--- src/hdl/bta_pkg.sv ---
// Shared types and constants for the balanced-ternary word ALU.
// Used by bta_div_step and balanced_ternary_word_alu; no dependencies.
package bta_pkg;

  localparam logic [3:0] ACT_ADD  = 4'd0;
  localparam logic [3:0] ACT_SUB  = 4'd1;
  localparam logic [3:0] ACT_NEG  = 4'd2;
  localparam logic [3:0] ACT_MUL  = 4'd3;
  localparam logic [3:0] ACT_DIV  = 4'd4;
  localparam logic [3:0] ACT_MOD  = 4'd5;
  localparam logic [3:0] ACT_CMP  = 4'd6;
  localparam logic [3:0] ACT_FROM = 4'd7;
  localparam logic [3:0] ACT_TO   = 4'd8;

  localparam int GROUP_BIAS  = 121;
  localparam int GROUP_RADIX = 243;
  localparam int WORD_LIMIT  = 29524;
  localparam int GROUP_MAX   = 242;
  // floor(2^24 / 243); quotient is low by at most one, fixed by one compare
  localparam int RECIP       = 69042;
  localparam int RECIP_SHIFT = 24;

  localparam int NUM_W      = 20;
  localparam int DIV_STEPS  = 4;
  localparam int DIV_STAGES = NUM_W / DIV_STEPS;

  typedef struct packed {
    logic [3:0]          act;
    logic                err;
    logic signed [15:0]  a;
    logic signed [15:0]  b;
    logic signed [31:0]  val;
    logic signed [1:0]   cmp;
    logic signed [15:0]  bin;
    logic [NUM_W-1:0]    num;
    logic [15:0]         den;
    logic [16:0]         rem;
    logic                neg_q;
    logic [15:0]         t;
    logic [7:0]          q0;
  } pl_t;

  // value of a packed word, no validity check
  function automatic logic signed [15:0] word_value(input logic [15:0] w);
    logic signed [16:0] lo_s;
    logic signed [16:0] hi_s;
    logic signed [16:0] sum;
    lo_s = $signed({9'b0, w[7:0]}) - 17'sd121;
    hi_s = $signed({9'b0, w[15:8]}) - 17'sd121;
    sum  = lo_s + hi_s * 17'sd243;
    return sum[15:0];
  endfunction

endpackage

--- src/hdl/bta_div_step.sv ---
// One registered stage of the restoring divider: DIV_STEPS quotient bits.
// Depends on bta_pkg.
module bta_div_step (
  input  logic         clk,
  input  logic         rst_n,
  input  logic         vld_in,
  input  bta_pkg::pl_t d_in,
  output logic         vld_out,
  output bta_pkg::pl_t d_out
);

  bta_pkg::pl_t work;
  logic         vld_r;
  bta_pkg::pl_t d_r;

  // quotient bits shift into num from the bottom as the dividend leaves the top
  always_comb begin
    work = d_in;
    for (int i = 0; i < bta_pkg::DIV_STEPS; i++) begin
      work.rem = {work.rem[15:0], work.num[bta_pkg::NUM_W-1]};
      work.num = {work.num[bta_pkg::NUM_W-2:0], 1'b0};
      if (work.rem >= {1'b0, work.den}) begin
        work.rem    = work.rem - {1'b0, work.den};
        work.num[0] = 1'b1;
      end
    end
  end

  always_ff @(posedge clk) begin
    if (!rst_n) begin
      vld_r <= 1'b0;
    end else begin
      vld_r <= vld_in;
    end
    d_r <= work;
  end

  assign vld_out = vld_r;
  assign d_out   = d_r;

endmodule

--- src/hdl/balanced_ternary_word_alu.sv ---
// Top level of the balanced-ternary word ALU pipeline.
// Depends on bta_pkg and bta_div_step.
//
// Takes one request per cycle (busy is always low) and returns exactly one
// result per request, in request order; the result is shown for one cycle
// with out_valid and cannot be stalled. The pipeline is the 20-bit restoring
// divider (five stages of four bits) plus the decode, operate, sign, range
// and constant-divide-by-243 stages.
module balanced_ternary_word_alu #(
  parameter logic [15:0] ERROR_WORD = 16'hFFFF
) (
  input  logic               clk,
  input  logic               rst_n,
  input  logic               start,
  output logic               busy,
  input  logic [3:0]         in_action,
  input  logic [15:0]        in_operand_a,
  input  logic [15:0]        in_operand_b,
  input  logic signed [31:0] in_binary_value,
  output logic               out_valid,
  output logic [15:0]        out_packed_result,
  output logic signed [15:0] out_binary_result,
  output logic signed [1:0]  out_compare_result,
  output logic               out_error_flag
);

  localparam int NS = bta_pkg::DIV_STAGES;

  function automatic logic bad_word(input logic [15:0] w);
    return (w == ERROR_WORD) || (w[7:0] > 8'(bta_pkg::GROUP_MAX))
        || (w[15:8] > 8'(bta_pkg::GROUP_MAX));
  endfunction

  function automatic logic has_word(input logic [3:0] act);
    return act <= bta_pkg::ACT_MOD || act == bta_pkg::ACT_FROM;
  endfunction

  assign busy = 1'b0;

  // stage 1: decode
  logic         v1_r;
  bta_pkg::pl_t s1_r, s1_nxt;
  logic         need_a, need_b;

  always_comb begin
    need_a = in_action <= bta_pkg::ACT_CMP || in_action == bta_pkg::ACT_TO;
    need_b = in_action <= bta_pkg::ACT_CMP && in_action != bta_pkg::ACT_NEG;
    s1_nxt     = '0;
    s1_nxt.act = in_action;
    s1_nxt.a   = bta_pkg::word_value(in_operand_a);
    s1_nxt.b   = bta_pkg::word_value(in_operand_b);
    s1_nxt.val = in_binary_value;
    s1_nxt.err = (in_action > bta_pkg::ACT_TO) || (need_a && bad_word(in_operand_a))
               || (need_b && bad_word(in_operand_b));
  end

  // stage 2: operate
  logic         v2_r;
  bta_pkg::pl_t s2_r, s2_nxt;
  logic signed [31:0] a32, b32;
  logic [14:0]  ma, mb;

  always_comb begin
    s2_nxt = s1_r;
    a32 = {{16{s1_r.a[15]}}, s1_r.a};
    b32 = {{16{s1_r.b[15]}}, s1_r.b};
    ma  = s1_r.a[15] ? 15'(-s1_r.a) : s1_r.a[14:0];
    mb  = s1_r.b[15] ? 15'(-s1_r.b) : s1_r.b[14:0];
    s2_nxt.neg_q = s1_r.a[15] ^ s1_r.b[15];
    s2_nxt.rem   = '0;
    s2_nxt.num   = {5'b0, ma};
    s2_nxt.den   = {1'b0, mb};
    unique case (s1_r.act)
      bta_pkg::ACT_ADD: s2_nxt.val = a32 + b32;
      bta_pkg::ACT_SUB: s2_nxt.val = a32 - b32;
      bta_pkg::ACT_NEG: s2_nxt.val = -a32;
      bta_pkg::ACT_MUL: s2_nxt.val = s1_r.a * s1_r.b;
      bta_pkg::ACT_DIV: begin
        if (s1_r.b == 16'sd0) s2_nxt.err = 1'b1;
      end
      bta_pkg::ACT_MOD: begin
        if (s1_r.b == 16'sd0) s2_nxt.err = 1'b1;
        // (2|a| + |b|) / (2|b|) rounds half away from zero
        s2_nxt.num = {4'b0, ma, 1'b0} + {5'b0, mb};
        s2_nxt.den = {mb, 1'b0};
      end
      bta_pkg::ACT_CMP:
        s2_nxt.cmp = (s1_r.a < s1_r.b) ? -2'sd1 : (s1_r.a > s1_r.b) ? 2'sd1 : 2'sd0;
      bta_pkg::ACT_TO:   s2_nxt.bin = s1_r.a;
      default: ;
    endcase
  end

  // divider stages
  logic         dv_v [0:NS];
  bta_pkg::pl_t dv_d [0:NS];

  assign dv_v[0] = v2_r;
  assign dv_d[0] = s2_r;

  for (genvar g = 0; g < NS; g++) begin : g_div
    bta_div_step u_step (
      .clk    (clk),
      .rst_n  (rst_n),
      .vld_in (dv_v[g]),
      .d_in   (dv_d[g]),
      .vld_out(dv_v[g+1]),
      .d_out  (dv_d[g+1])
    );
  end

  // stage 8: signed quotient, remainder product
  logic         v8_r;
  bta_pkg::pl_t s8_r, s8_nxt;
  logic signed [16:0] qs;

  always_comb begin
    s8_nxt = dv_d[NS];
    qs = dv_d[NS].neg_q ? -$signed({1'b0, dv_d[NS].num[15:0]})
                        : $signed({1'b0, dv_d[NS].num[15:0]});
    if (dv_d[NS].act == bta_pkg::ACT_DIV) begin
      s8_nxt.val = {{15{qs[16]}}, qs};
    end else if (dv_d[NS].act == bta_pkg::ACT_MOD) begin
      s8_nxt.val = dv_d[NS].b * qs;
    end
  end

  // stage 9: final value, range check, offset
  logic         v9_r;
  bta_pkg::pl_t s9_r, s9_nxt;
  logic signed [31:0] fv;

  always_comb begin
    s9_nxt = s8_r;
    fv = (s8_r.act == bta_pkg::ACT_MOD) ? {{16{s8_r.a[15]}}, s8_r.a} - s8_r.val
                                        : s8_r.val;
    if (has_word(s8_r.act)
        && (fv < -32'sd29524 || fv > 32'(bta_pkg::WORD_LIMIT))) begin
      s9_nxt.err = 1'b1;
    end
    s9_nxt.t = 16'(fv + 32'(bta_pkg::WORD_LIMIT));
  end

  // stage 10: estimate of t / 243
  logic         v10_r;
  bta_pkg::pl_t s10_r, s10_nxt;
  logic [33:0]  rprod;

  always_comb begin
    s10_nxt = s9_r;
    rprod   = 34'(s9_r.t) * 34'(bta_pkg::RECIP);
    s10_nxt.q0 = rprod[bta_pkg::RECIP_SHIFT +: 8];
  end

  // stage 11: correct quotient, pack, output
  logic [15:0] rr;
  logic [7:0]  hi_g, lo_g;
  logic [15:0] packed_nxt;

  always_comb begin
    rr   = s10_r.t - 16'(s10_r.q0) * 16'(bta_pkg::GROUP_RADIX);
    hi_g = s10_r.q0;
    if (rr >= 16'(bta_pkg::GROUP_RADIX)) begin
      rr   = rr - 16'(bta_pkg::GROUP_RADIX);
      hi_g = hi_g + 8'd1;
    end
    lo_g = rr[7:0];
    packed_nxt = has_word(s10_r.act) ? {hi_g, lo_g} : 16'd0;
  end

  logic               out_valid_r;
  logic [15:0]        out_packed_r;
  logic signed [15:0] out_bin_r;
  logic signed [1:0]  out_cmp_r;
  logic               out_err_r;

  always_ff @(posedge clk) begin
    if (!rst_n) begin
      v1_r        <= 1'b0;
      v2_r        <= 1'b0;
      v8_r        <= 1'b0;
      v9_r        <= 1'b0;
      v10_r       <= 1'b0;
      out_valid_r <= 1'b0;
    end else begin
      v1_r        <= start;
      v2_r        <= v1_r;
      v8_r        <= dv_v[NS];
      v9_r        <= v8_r;
      v10_r       <= v9_r;
      out_valid_r <= v10_r;
    end
    s1_r  <= s1_nxt;
    s2_r  <= s2_nxt;
    s8_r  <= s8_nxt;
    s9_r  <= s9_nxt;
    s10_r <= s10_nxt;
    out_err_r    <= s10_r.err;
    out_packed_r <= s10_r.err ? ERROR_WORD : packed_nxt;
    out_bin_r    <= s10_r.err ? 16'sd0 : s10_r.bin;
    out_cmp_r    <= s10_r.err ? 2'sd0 : s10_r.cmp;
  end

  assign out_valid          = out_valid_r;
  assign out_packed_result  = out_packed_r;
  assign out_binary_result  = out_bin_r;
  assign out_compare_result = out_cmp_r;
  assign out_error_flag     = out_err_r;

endmodule

--- config.mk ---
export PLATFORM = sky130hd
export DESIGN_NAME = balanced_ternary_word_alu
export DESIGN_NICKNAME = d
export VERILOG_FILES = /design/src/hdl/bta_pkg.sv /design/src/hdl/bta_div_step.sv /design/src/hdl/balanced_ternary_word_alu.sv
export SDC_FILE = /design/constraint.sdc
export NUM_CORES = 2
export LEC_CHECK = 0
export BUFFER_PORTS_ARGS = -buffer_cell sky130_fd_sc_hd__buf_2
export CAP_MARGIN = 20
export CORE_UTILIZATION = 55
export CTS_CLUSTER_SIZE = 16
export DETAILED_ROUTE_END_ITERATION = 16
export GPL_TIMING_DRIVEN = 0
export PLACE_DENSITY = 0.72
export REMOVE_ABC_BUFFERS = 1
export SLEW_MARGIN = 20
export SYNTH_ARGS = -nofsm -noshare
export SYNTH_HDL_FRONTEND = slang
export SYNTH_SLANG_ARGS = --single-unit
export TNS_END_PERCENT = 1
--- constraint.sdc ---
create_clock -name clk -period 14.8 [get_ports clk]
set_clock_uncertainty 0.1 [all_clocks]
set_input_delay 0 -clock clk [delete_from_list [all_inputs] [get_ports clk]]
set_output_delay 0 -clock clk [all_outputs]
set_load 0.05 [all_outputs]
# Yosys cells after proc, flatten, opt, wreduce, memory -nomap -nowiden

Index checks and enable logic that the tools add are counted.
W data, S select, Z words.

Reduce and logical (&&, ||, !) cells: 17
Multipliers: 6
Bitwise operators: 1
Multiplexer cells: 54
Add/sub/neg operators: 37
Eq/ne operators: 16
Magnitude comparators: 33

Operator list:

| cell                     | count |
|---|---|
| $ge A17 B16 Y1           | 19 |
| $mux W16                 | 20 |
| $sub A16 B16 Y16         | 19 |
| $pmux W32 S4             | 1 |
| $mux W32                 | 3 |
| $sub A8 B7 Y9 const B    | 4 |
| $add A9 B16 Y16          | 2 |
| $eq A16 B16 Y1 const B   | 2 |
| $eq A4 B3 Y1 const B     | 8 |
| $gt A32 B16 Y1 const B   | 1 |
| $gt A8 B8 Y1 const B     | 4 |
| $lt A32 B16 Y1 const B   | 1 |
| $mul A16 B16 Y32         | 1 |
| $mul A16 B17 Y32         | 1 |
| $mul A9 B9 Y16 const B   | 2 |
| $neg A16 Y32             | 1 |
| $sub A32 B32 Y32         | 1 |
| $mul A16 B16 Y31 const B | 1 |
| $mux W31                 | 1 |
| $mux W15                 | 2 |
| $neg A15 Y15             | 2 |
| $mux W1                  | 23 |
| $add A16 B15 Y17         | 1 |
| $add A16 B16 Y17         | 1 |
| 26 further kinds         | 43 |

Register bits after elaboration: 1057
Word-level logic and storage cells: 267

# Depth between registers and ports, before layout

Depth after elaboration: 8
Depth in mapped cells: 55
Depth with buffers taken out: 51

# Modules after synthesis

Synthesis repeated with hierarchy kept, for this count alone.

Cell total of the unflattened synthesis: 8439
Area total of the unflattened synthesis: 82161.3 sq um

By module, submodules not included:

| module                             | cells each | sequential area each (sq um) | area each (sq um) | instances |
|---|---|---|---|---|
| balanced_ternary_word_alu          | 4942       | 7767.4                       | 45817.7           | 1 |
| bta_div_step (g_div[0].u_step ...) | 706        | 3323.2                       | 7315.8            | 4 |
| bta_div_step (g_div[4].u_step)     | 673        | 3323.2                       | 7080.5            | 1 |

# Worst setup path before layout

OpenSTA, ideal clock, no wires.

Path type: reg2reg
Start point: register g_div[0].u_step.d_r (netlist bit g_div[0].u_step.d_out[43])
End point: register g_div[1].u_step.d_r (netlist bit g_div[1].u_step.d_out[32])
Slack: 4.422 ns
Cell stages (with the launch flop): 53
Arrival time: 10.157 ns
Data required time: 14.579 ns
Period minus slack after synthesis: 10.378 ns
Cell sequence: dfxtp_1 -> inv_1 -> ha_1 -> nor2b_1 -> o21ai_0 -> a21boi_1 -> o21ai_0 -> a21oi_1 -> a21oi_1 -> buf_2 -> inv_1 -> o21ai_0 -> inv_1 -> ha_1 -> nor2b_1 -> o21a_1 -> o21a_1 -> o41a_1 -> (+17 left out) -> buf_4 -> buf_4 -> a21oi_1 -> ha_1 -> nor2b_1 -> o21ai_0 -> a21boi_0 -> o21ai_0 -> a21oi_1 -> a21o_1 -> o21ai_0 -> nand2b_1 -> a221o_1 -> a21oi_1 -> o211a_1 -> buf_6 -> buf_6 -> mux2_4

RTL lines:

| item                   | RTL line           | source |
|---|---|---|
| start, declared        | bta_div_step.sv:14 | `bta_pkg::pl_t d_r;` |
| start signal, assigned | bta_div_step.sv:35 | `d_r <= work;` |
| end signal, assigned   | bta_div_step.sv:35 |  |
| end, declared          | bta_div_step.sv:14 |  |

==> metrics.md <==
| Metric | Value |
|---|---|
| FMAX | 74.4 MHz |
| Setup TNS | 0 ps |
| Final instance area | 82,100 µm² |
| Routability cong. | 0.967 |
| Post-synth top flop | dfxtp_1 |
| Area of the multi-input gates | ~50,000 µm² |
| Clock Tree Buf Depth | 3 |
| Largest net degree at the start of global routing | around 50 |
| Top post-synthesis cells by area | dfxtp_1 (28%), fa_1 (20%), ha_1 (14%) |
| Area after DPL | 77,400 µm² |
| First-pass DRT Iterations | 6 |
| Clk slew on worst S/H paths | 70 ps |
| Crit-path max FO | 20 |
| Grt ovf | 0 |
| Initial antenna violation count | 4 |
| Critical path type | reg2reg |
| Layout cells sized above 1 | between 6 and 7% |
| Wire per inst | 19.4 µm |
| Final Critical Period | 13,450 ps |
| Post-Syn Area per Cell | between 9 and 10 µm² |
| CTS Buf Count | between 100 and 150 |
| Avg Vias per Cell | around 5.6 |
| IO Port Bufs | 106 |
| Core box area | 135,000 µm² |
| Worst path slowest cell | o211a_1 |
| Worst r2r path cells | 48 |
| # clock sinks | 1,041 |
| Area share of the largest cell type after synthesis | 27.8% |
| CP startpoint | g_div[0].u_step.d_out[43] |
| # diodes | 0 |
| Final HPWL DP | 151,000 µm |
| Synthesized area | 74,900 µm² |
| Final Setup Violations | 0 |
| Worst EP required | 15,290 ps |
| Setup crit end kind | flop |
| Slew margin rel. | 18.8% |
| Number of antenna-violating nets in the routed design | 0 |
| Ys async rst share | 0% |
| Hold Vio Cnt, Final | 0 |
| Vias in the first global route | 55,800 |
| Critical path's most frequent cell | o21ai_0 |
| Sequential area share after synthesis | 27.8% |
| Critical R2R Capture | g_div[1].u_step.d_out[31] |
| WHS Path Cells | 6 |
| Via count | 55,200 |
| Sequential cell area | between 20,000 and 25,000 µm² |
| Number of DRC markers in iteration 0 | 3,478 |
| Post-synth EDFFs | 0 |
| TritonCTS clock tree | built |
| Die area | 138,000 µm² |
| Max_cap viols | 0 |
| Mapped Cells | just under 8,000 |
| Initial core utilization | around 55% |
| Synth top cells by count | inv_1 (1,185), dfxtp_1 (1,041), ha_1 (823) |
| Layout area overhead | 9.63% |
| Setup slack, reg-to-reg | 1350 ps |
| Global-route wire length before repair | 302,000 µm |
| Final worst path period share | 90.9% |
| Clock latency on the worst-skew pair | 750 ps |
| Die width | 371 µm |
| Post-Route WL | 192,000 µm |
| Total Routing Usage GR | 28.1% |
| Startpoint types | flop |
| Die H | 371 µm |
| Yosys top cell by area | dfxtp_1 |
| Synth warnings | 0 |
| H-tree Lvls | 3 |
| Most numerous cell in the Yosys netlist | inv_1 |
| Distinct cells, synth | 95 |
| CTS root buf | clkbuf_16 |
| Slowest stage delay, CP | 760 ps |
| CP arrival | 13,940 ps |
| # nets final | 9,653 |
| RSZ-0062 raised after global routing | false |
| I/O pin total | 108 |
| Actual slew at the worst max-slew pin | ~1200 ps |
| FP Rows | 135 |
| Worst Hold Class | in2reg |
| Final-report max-slew violation count | 0 |
| DRC errors left | 0 |
| Reg2reg start | g_div[0].u_step.d_out[43] |
| Status | complete, no violations |
| Hold_buf cts | roughly 110 |
| Filler cells | 11,200 |
| Post-CTS setup buffers | 0 |
| Critical Path Sink | g_div[1].u_step.d_out[31] |
| Post-CTS sizing | 0 |
| Synth Register Bits | around 1,000 |
-- worst max-delay path: cells and delay by family, from the launching register on --
| family | cells | cell delay (ps) |
|---|---|---|
| compound gates | 31 | 8730 |
| buf+inv | 6 | 1030 |
| flops | 1 | 440 |
| simple gates | 6 | 1280 |
| fa+ha+maj | 4 | 1290 |
| mux | 1 | 410 |
-- per-layer routing --
metal	wire length, µm	up-vias	share of wire (%)	global-route usage (%)
met5	29	-	0.015	0
met2	90500	1794	47	47.2
met3	13200	443	6.9	4.79
met4	7720	4	4.0	10.5
li1	-	26200	-	-
met1	80500	26800	42	36.2
-- worst min-delay path by stage --
stage,slack (ps),end,start
detailed placement,4,s1_r[111],in_binary_value[15]
finish,80,b32[7],in_operand_b[7]
global route,110,b32[7],in_operand_b[7]
floorplan,-70,s1_r[100],in_binary_value[4]
CTS,50,b32[7],in_operand_b[7]
global placement,4,s1_r[116],in_binary_value[20]
-- through the flow --
stage	std cells	utilization (%)	setup WS [ps]	hold slack, ps
final	9889	60.7	1350	78.4
after global routing	9889	60.7	144	107
after CTS	9888	60.6	1330	45.6
after detailed placement	9597	57.2	1430	3.98
after global placement	9565	56.8	263	4.24
after floorplan	7678	-	3460	-72.3
-- sequential cells by signal, indices dropped and copies added (netlist names), 37 cells and up --
register            cells
s10_nxt                39
g_div.u_step.d_out    648
s10_r                  47
s1_r                   37
dv_d                  121
s8_r                   71
-- logic make-up after synthesis --
kind of cell	share of synthesized area [%]
buffers and inverters	7.04
flip-flops	27.8
multiplexers	2.27
adder cells (fa/ha/maj)	33.4
AND/OR/NAND/NOR	11.9
other	0.00501
XOR/XNOR	5.51
AO/OA/AOI/OAI	12.1
-- layout make-up --
type | count | share of cell area (%)
inverter | 1190 | 5.44
clock buffer | 122 | 3.27
timing repair buffer | 245 | 2.42
clock inverter | 63 | 1.04
tap | 1781 | 2.72
sequential | 1041 | 25.4
multi-input combinational | 5447 | 59.7
-- cell usage in the layout (no fill, tap or decap), types with 34 or more instances in the layout --
cell type,netlist,final
nand2b_1,88,88
dlygate4sd3_1,0,106
buf_2,6,110
xnor2_1,340,329
nor2b_1,92,92
ha_1,823,823
fa_1,733,733
o31ai_1,44,44
o21bai_1,58,58
nand3_1,79,79
a21oi_1,420,418
a31oi_1,38,36
mux2_2,90,90
a21o_1,156,156
or3_1,47,47
o21ai_0,315,314
inv_1,1185,1185
o21a_1,69,69
nor3_1,120,119
nor2_1,369,367
clkbuf_16,0,101
a21boi_0,35,35
xor2_1,131,128
nand4_1,67,67
and2_1,205,204
nand2_1,640,639
and3_1,34,34
mux2i_1,54,54
dfxtp_1,1041,1023
Power is left out: the tool's default activity adds up to more than one toggle a clock period on the data nets, which glitch-free logic cannot reach.
